==> config.mk <==
export PLATFORM = sky130hd
export DESIGN_NAME = ltp_cell
export DESIGN_NICKNAME = d
export VERILOG_FILES = /design/src/rtl/ltp_pkg.sv /design/src/rtl/ltp_cell.sv
export SDC_FILE = /design/constraint.sdc
export NUM_CORES = 1
export LEC_CHECK = 0
export BUFFER_PORTS_ARGS = -buffer_cell sky130_fd_sc_hd__buf_2
export CAP_MARGIN = 40
export CORE_AREA = 2 2 119 92
export DETAILED_ROUTE_END_ITERATION = 12
export DIE_AREA = 0 0 121 94
export HOLD_SLACK_MARGIN = 0.12
export PLACE_DENSITY = 0.78
export SLEW_MARGIN = 25
export SYNTH_ARGS = -nofsm -noshare
export SYNTH_HDL_FRONTEND = slang
export SYNTH_SLANG_ARGS = --single-unit
export TNS_END_PERCENT = 30
==> constraint.sdc <==
create_clock -name clk -period 5.7 [get_ports clk]
set_input_delay 0.855 -clock clk [delete_from_list [all_inputs] [get_ports clk]]
set_output_delay 0.855 -clock clk [all_outputs]
set_load 0.05 [all_outputs]
==> src/rtl/ltp_pkg.sv <==
// Shared types, register codes and the sequence-generator step for the
// LFSR Toeplitz projection block. No dependencies.
package ltp_pkg;

	localparam int CfgIndexBits = 2;
	localparam int CfgDataBits  = 16;
	localparam int SumBits      = 32;

	typedef enum logic [CfgIndexBits-1:0] {
		REG_SEED         = 2'd0,
		REG_ROW_COUNT    = 2'd1,
		REG_SAMPLE_COUNT = 2'd2
	} cfg_reg_t;

	localparam logic [15:0] SeedReset        = 16'hACE1;
	localparam logic [5:0]  RowCountReset    = 6'd32;
	localparam logic [15:0] SampleCountReset = 16'd2500;

	// Control shared by every cell of the chain.
	typedef struct packed {
		logic init_step;  // fill the window from the generator, clear sums
		logic accept;     // a sample transaction is taken this cycle
		logic frame_end;  // that sample closes the frame
		logic drain;      // readout chain shifts one row toward cell 0
	} cell_ctrl_t;

	// Feedback bit of a 16-bit Fibonacci LFSR, taps 0, 2, 3 and 5.
	function automatic logic lfsr_fb(input logic [15:0] s);
		lfsr_fb = s[0] ^ s[2] ^ s[3] ^ s[5];
	endfunction

	function automatic logic [15:0] lfsr_next(input logic [15:0] s);
		lfsr_next = {lfsr_fb(s), s[15:1]};
	endfunction

endpackage

==> src/rtl/ltp_cell.sv <==
// One row of the projection: accumulator, sign bit, restart sign bit and
// readout register. Depends on ltp_pkg.
module ltp_cell (
	input  logic                          clk,
	input  ltp_pkg::cell_ctrl_t           ctrl,
	input  logic [ltp_pkg::SumBits-1:0]   sample_ext,
	input  logic                          sign_in,
	input  logic                          init_in,
	input  logic [ltp_pkg::SumBits-1:0]   result_in,
	output logic                          sign,
	output logic                          init,
	output logic [ltp_pkg::SumBits-1:0]   result
);
	import ltp_pkg::*;

	logic [SumBits-1:0] sum_q;
	logic [SumBits-1:0] out_q;
	logic               sign_q;
	logic               init_q;
	logic [SumBits-1:0] sum_next;

	assign sum_next = sign_q ? (sum_q + sample_ext) : (sum_q - sample_ext);

	always_ff @(posedge clk) begin
		if (ctrl.init_step) begin
			sum_q  <= '0;
			sign_q <= sign_in;
			init_q <= init_in;
		end else if (ctrl.accept) begin
			if (ctrl.frame_end) begin
				sum_q  <= '0;
				sign_q <= init_q;
			end else begin
				sum_q  <= sum_next;
				sign_q <= sign_in;
			end
		end
		if (ctrl.accept && ctrl.frame_end) begin
			out_q <= sum_next;
		end else if (ctrl.drain) begin
			out_q <= result_in;
		end
	end

	assign sign   = sign_q;
	assign init   = init_q;
	assign result = out_q;

endmodule

# ---- After elaboration in Yosys (flattened, before gate mapping)
# Index checks and enable logic that the tools add are counted.
dict set report word_totals {
  reg_bits 66
  inputBits 71
  output_inout_bits 34
  word_cells 16
}
dict set report op_classes {
  add_sub_neg 2
  n_mux 7
  reduce_logical 3
}
# operator n
set ops {}
lappend ops {{32-bit 2-to-1 mux} 4}
lappend ops {{32-bit adder} 1}
lappend ops {{32-bit subtractor} 1}
lappend ops {{2-bit nonzero test} 2}
lappend ops {{1-bit 2-to-1 mux} 3}
lappend ops {{1-bit logical AND} 1}

# ---- Depth between registers and ports, before layout
dict set report logic_depth {
  ltp_word 3
  depth_mapped 16
  depth_no_buf 15
}

# ---- Worst setup path after synthesis
# No wires, ideal clock.
dict set report synth_timing {
  kind {input -> register}
  from {input sample_ext[12] (netlist bit)}
  to {register out_q[28], in the netlist result[28] (data pin)}
  arrival_time_ns 3.979
  setup_slack_ns 1.461
  stages 14
  n_path_buf 1
  path_cell_list {or4_4 > or3_1 > nor2_1 > and3b_1 > a21oi_1 > xor2_1 > ha_1 > clkbuf_1 > nand4_1 > or3_1 > a21o_1 > nand2_1 > o221ai_1 > mux2_2}
}
dict set report synth_between {
  elab_chain_len 3
  word_cells_on_any_way 4
  classes_between {add/sub (2); mux (2)}
}
# element line
set synth_rtl {}
lappend synth_rtl {{from (decl)} ltp_cell.sv:6} ;# input logic [ltp_pkg::SumBits-1:0] sample_ext,
lappend synth_rtl {{32-bit subtractor or 32-bit adder (tied branches)} ltp_cell.sv:22} ;# assign sum_next = sign_q ? (sum_q + sample_ext) : (sum_q - sample_ext);
lappend synth_rtl {{32-bit 2-to-1 mux (*)} ltp_cell.sv:22}
lappend synth_rtl {{32-bit 2-to-1 mux (*)} ltp_cell.sv:38} ;# if (ctrl.accept && ctrl.frame_end) begin
lappend synth_rtl {{to (signal assigned)} ltp_cell.sv:39} ;# out_q <= sum_next;
lappend synth_rtl {{to (signal assigned)} ltp_cell.sv:41} ;# out_q <= result_in;
lappend synth_rtl {{to (decl)} ltp_cell.sv:17} ;# logic [SumBits-1:0] out_q;
# Mark *: on every way between the ends. The rest lies on a longest branch, timed or not.
# A chain may end at the register's enable or synchronous reset.

# ---- Worst setup path in the final report
dict set report layout_timing {
  from {input sample_ext[12] (netlist bit)}
  to {register out_q[21], in the netlist result[21] (data pin)}
}
# The elaborated chain is that of the path after synthesis.

==> metrics.sh <==
DIODES=0
GRT_START_MAX_NET_PINS=29
FRACTION_OF_LAYOUT_CELLS_WITH_A_SIZE_SUFFIX_ABOVE_1_PCT=23.1
DETAIL_ROUTE.DRC_VIOLATIONS=0
CRIT_TYPE='input port to register'
ROUTED_VIA_DENSITY=5.89
YS_FF_LATCH=66
PRE_CTS_WS_PS=892
CTS_NUM_SINKS=66
INITIAL_CORE_UTILIZATION_PCT=49.5
GRT_SETUP_UNREPAIRED='false'
FINALWORSTSETUPSLACK_PS=1110
CRITPATHSLOWESTCELL='sky130_fd_sc_hd__a41oi_1'
WORST_EP_ARRIVAL_TIME_PS=4670
SYNTHDOMINANTAREACELLTYPE='sky130_fd_sc_hd__edfxtp_1'
CTS-BUFFERS-INSERTED=9
DR_TOTAL_VIAS=4747
VDD.IR_DROP.WORST_mV=0.161
YOSYSUNIQUECELLTYPES=56
DRT-TOTAL-WL_MM=14.8
DR.PASS1.ITERS=7
DP.FINAL_HPWL_MM=11.6
PWR_DENSITY_CELL_nW_PER_UM2=307
WORST_EP_REQUIRED_TIME_PS=5780
CLK_PATH_BUF_DEPTH=2
CRITICAL_PATH.CELL_CHAIN='buf_2 > or4_4 > or3_1 > nor2_1 > nor2_1 > xnor2_1 > ha_1 > a21oi_1 > o211ai_1 > nand3b_1 > a41oi_1 > xnor2_1 > mux2_2'
MAX-SLEW-MARGIN-REL_PCT=44.4
POST_CTS.REPAIR.SETUP_BUFFERS=0
FF2FF_SETUP_SLACK_PS=1860
DETAIL-ROUTE-ANTENNA-NETS=0
POSTSYNTH.ASYNCRESETSHARE_PCT=0
R2R-START='sign'
TRITONCTS='done'
NETLIST.AREA_LEADER.SHARE_PCT=20.4
YS_TOP_CELLS_BY_AREA='sky130_fd_sc_hd__edfxtp_1 20%, sky130_fd_sc_hd__dfxtp_1 13%, sky130_fd_sc_hd__ha_1 9.2%'
DRT-INITIAL-DRC-COUNT=392
TOP_CELL_FAMILY_BY_DELAY_ON_THE_CRITICAL_PATH='simple AND/OR/NAND/NOR gates'
CP_NUM_CELLS=13
SETUP.WORST_PATH.START='sample_ext[12]'
WORST_CLOCK_SKEW_PS=8.56
IO_BUFFER_COUNT=104
SEQ_AREA_FRAC_SYNTH_PCT=33.1
CORE_AREA_UM2=10100
SYNTH_COMMON_CELLS='57 x sky130_fd_sc_hd__a21oi_1, 52 x sky130_fd_sc_hd__nand2_1, 43 x sky130_fd_sc_hd__nor2_1'
CLOCK_TREE.ROOT_CELL='sky130_fd_sc_hd__clkbuf_16'
CRITICAL_PATH.STARTPOINT_TYPE='input port'
SYNTHESIS.INSTANCES=568
POWER.LEAKAGE_uW=0.00264
TIMING_HOLD_VIOLATIONS_FINAL=0
PERIOD_UTILISATION_LAYOUT_PCT=80.5
CTS.CLK_SLEW.WORST_PATHS_PS=60
WORST-SLEW-PIN-TRANSITION_PS=824
GRT_PASS1_VIAS=4564
SYN2LAYOUT_AREA_GROWTH_PCT=19.5
CTS_RESIZED=0
DRV_CAP=0
CP_SLOWEST_STAGE_DELAY_PS=730
FINALCRITICALPERIOD_PS=4590
IOPINCOUNT=105
SYN_AREA_PER_CELL_UM2=8.83
GRT_ANTENNA_BEFORE_REPAIR=0
SYNTH.YOSYS.WARNINGS=0
SETUP_VIOLATIONS=0
DPL_CELL_AREA_UM2=5700
CRITICAL_PATH_MAXIMUM_FANOUT=6
FINAL_DESIGN_INSTANCE_AREA_WITHOUT_FILL_UM2=5990
GRTUSAGETOTAL_PCT=26.9
CRITICAL_PATH.ENDPOINT='result[21]'
GLOBALROUTEOVERFLOWTOTAL=0
GLOBALPLACE.CONGESTION=0.958
FINALNETCOUNT=774
NUM_ROWS=32
MAX_CLOCK_FREQ_MHz=218
WIRE_PER_INST_UM=18.3
SYNTH.CELL_AREA_UM2=5020
CRIT_PATH_BUF_INV_COUNT=1
SYNTH-EDFF-COUNT=34
COUNT_OF_PINS_OVER_THEIR_SLEW_LIMIT=0
TOTAL_OF_HOLD_BUFFERS_INSERTED_AFTER_CLOCK_TREE_SYNTHESIS=0
DIEAREA_UM2=11400
SETUP_TOTAL_NEGATIVE_SLACK_PS=0
FIRST_PASS_GRT_WIRE_LENGTH_MM=23.5
CTS_MAX_LEVEL=3
NUM-FILL-CELLS=901
SYNTH-MAIN-FF-CELL='sky130_fd_sc_hd__edfxtp_1'
DIEWIDTH_UM=121
REG2REG_DEPTH=9
YOSYSMOSTFREQUENTCELL='sky130_fd_sc_hd__a21oi_1'
OUTCOME='completed'
DIE_HEIGHT_UM=94
TIMING.HOLD.WORST.CLASS='register to register'
R2R_END='result[21]'
ENDPOINT_KIND='register'
TIMING.HOLD.WS_PS=471
SYNTHESIS.NETS=677
CLOCK_LATENCY_PS=340
## cell type report
type / instances / area, um^2 / share of cell area, %
well taps: 136 / 170 / 2.84
clock buffers: 10 / 239 / 3.99
multi-input cells: 459 / 3200 / 53.4
flip-flops and latches: 66 / 1660 / 27.7
repair buffers: 109 / 589 / 9.84
inverters: 20 / 75.1 / 1.25
clock inverters: 6 / 56.3 / 0.940
## tightest hold or removal path, cell delays in order, from the launching register on
cell,delay (ps)
sky130_fd_sc_hd__dfxtp_1,310
sky130_fd_sc_hd__nand2_1,50
sky130_fd_sc_hd__nand3_1,50
## cell families (layout without fill, tap and decap cells)
logic type / after synthesis / after routing / synth area share, %
muxes: 20 / 20 / 4.49
buffers and inverters: 43 / 145 / 3.22
DFF: 66 / 66 / 33.1
AOI/OAI and AO/OA: 178 / 178 / 23.3
and+or+nand+nor: 164 / 164 / 15.8
adders and majority gates: 38 / 38 / 9.63
xor gates and xnor gates: 59 / 59 / 10.5
## where the power goes
part / switching, uW / internal [uW]
Clock: 209 / 346
Combinational: 458 / 246
Sequential: 24.1 / 559
Total: 691 / 1150
## worst min path at each step
stage | depth (start not counted) | slack [ps] | start | end
after floorplan | 2 | 430 | sum_q[29] | sum_q[29]
after global placement | 2 | 450 | sum_q[31] | sum_q[31]
after detailed placement | 2 | 460 | sum_q[29] | sum_q[29]
after CTS | 2 | 470 | sum_q[29] | sum_q[29]
after global routing | 1 | 510 | sum_q[8] | sum_q[8]
final | 2 | 470 | sum_q[29] | sum_q[29]
## per-stage QoR
| stage | util [%] | power (uW) | instances |
|---|---|---|---|
| final | 59.2 | 1840 | 806 |
| after global routing | 59.2 | 1940 | 806 |
| after CTS | 59.2 | 1840 | 806 |
| after detailed placement | 56.2 | 1280 | 790 |
| after global placement | 55.7 | 1270 | 787 |
| after floorplan | - | 1100 | 568 |
## sequential cells by signal, summed over array words and instances, names as in the netlist
register  cells
result       32
sign          1
sum_q        32
init          1
## placed cells by master (no fill, tap or decap), drive strengths merged, types with 4 or more instances in the layout
cell type  synthesis  routed
a21o              12      12
o21a               6       6
a21oi             57      57
nor2b              9       9
a22o              17      17
o2bb2ai            7       7
dfxtp             32      32
or3                4       4
mux2              20      20
nor4               5       5
nand2             52      52
xnor2             19      19
clkbuf            22      10
o221a              4       4
nor3              17      17
o21ai             31      31
xor2              40      40
a2bb2oi            5       5
ha                37      37
o211ai             6       6
o31ai              4       4
a31oi              9       9
nand3              5       5
nor2              43      43
edfxtp            34      34
nand2b             8       8
inv               20      20
nand4              8       8
buf                1     109
## metal layers
metal  track usage, %  routed length (um)  vias to the layer above
met3             5.64                1200                       19
met2             41.0                6320                      220
met4             8.24                 245                        0
li1                 -                   -                     2292
met5                0                   0                        -
met1             38.1                7000                     2216
Note: power is estimated with default switching activity, not from simulation.
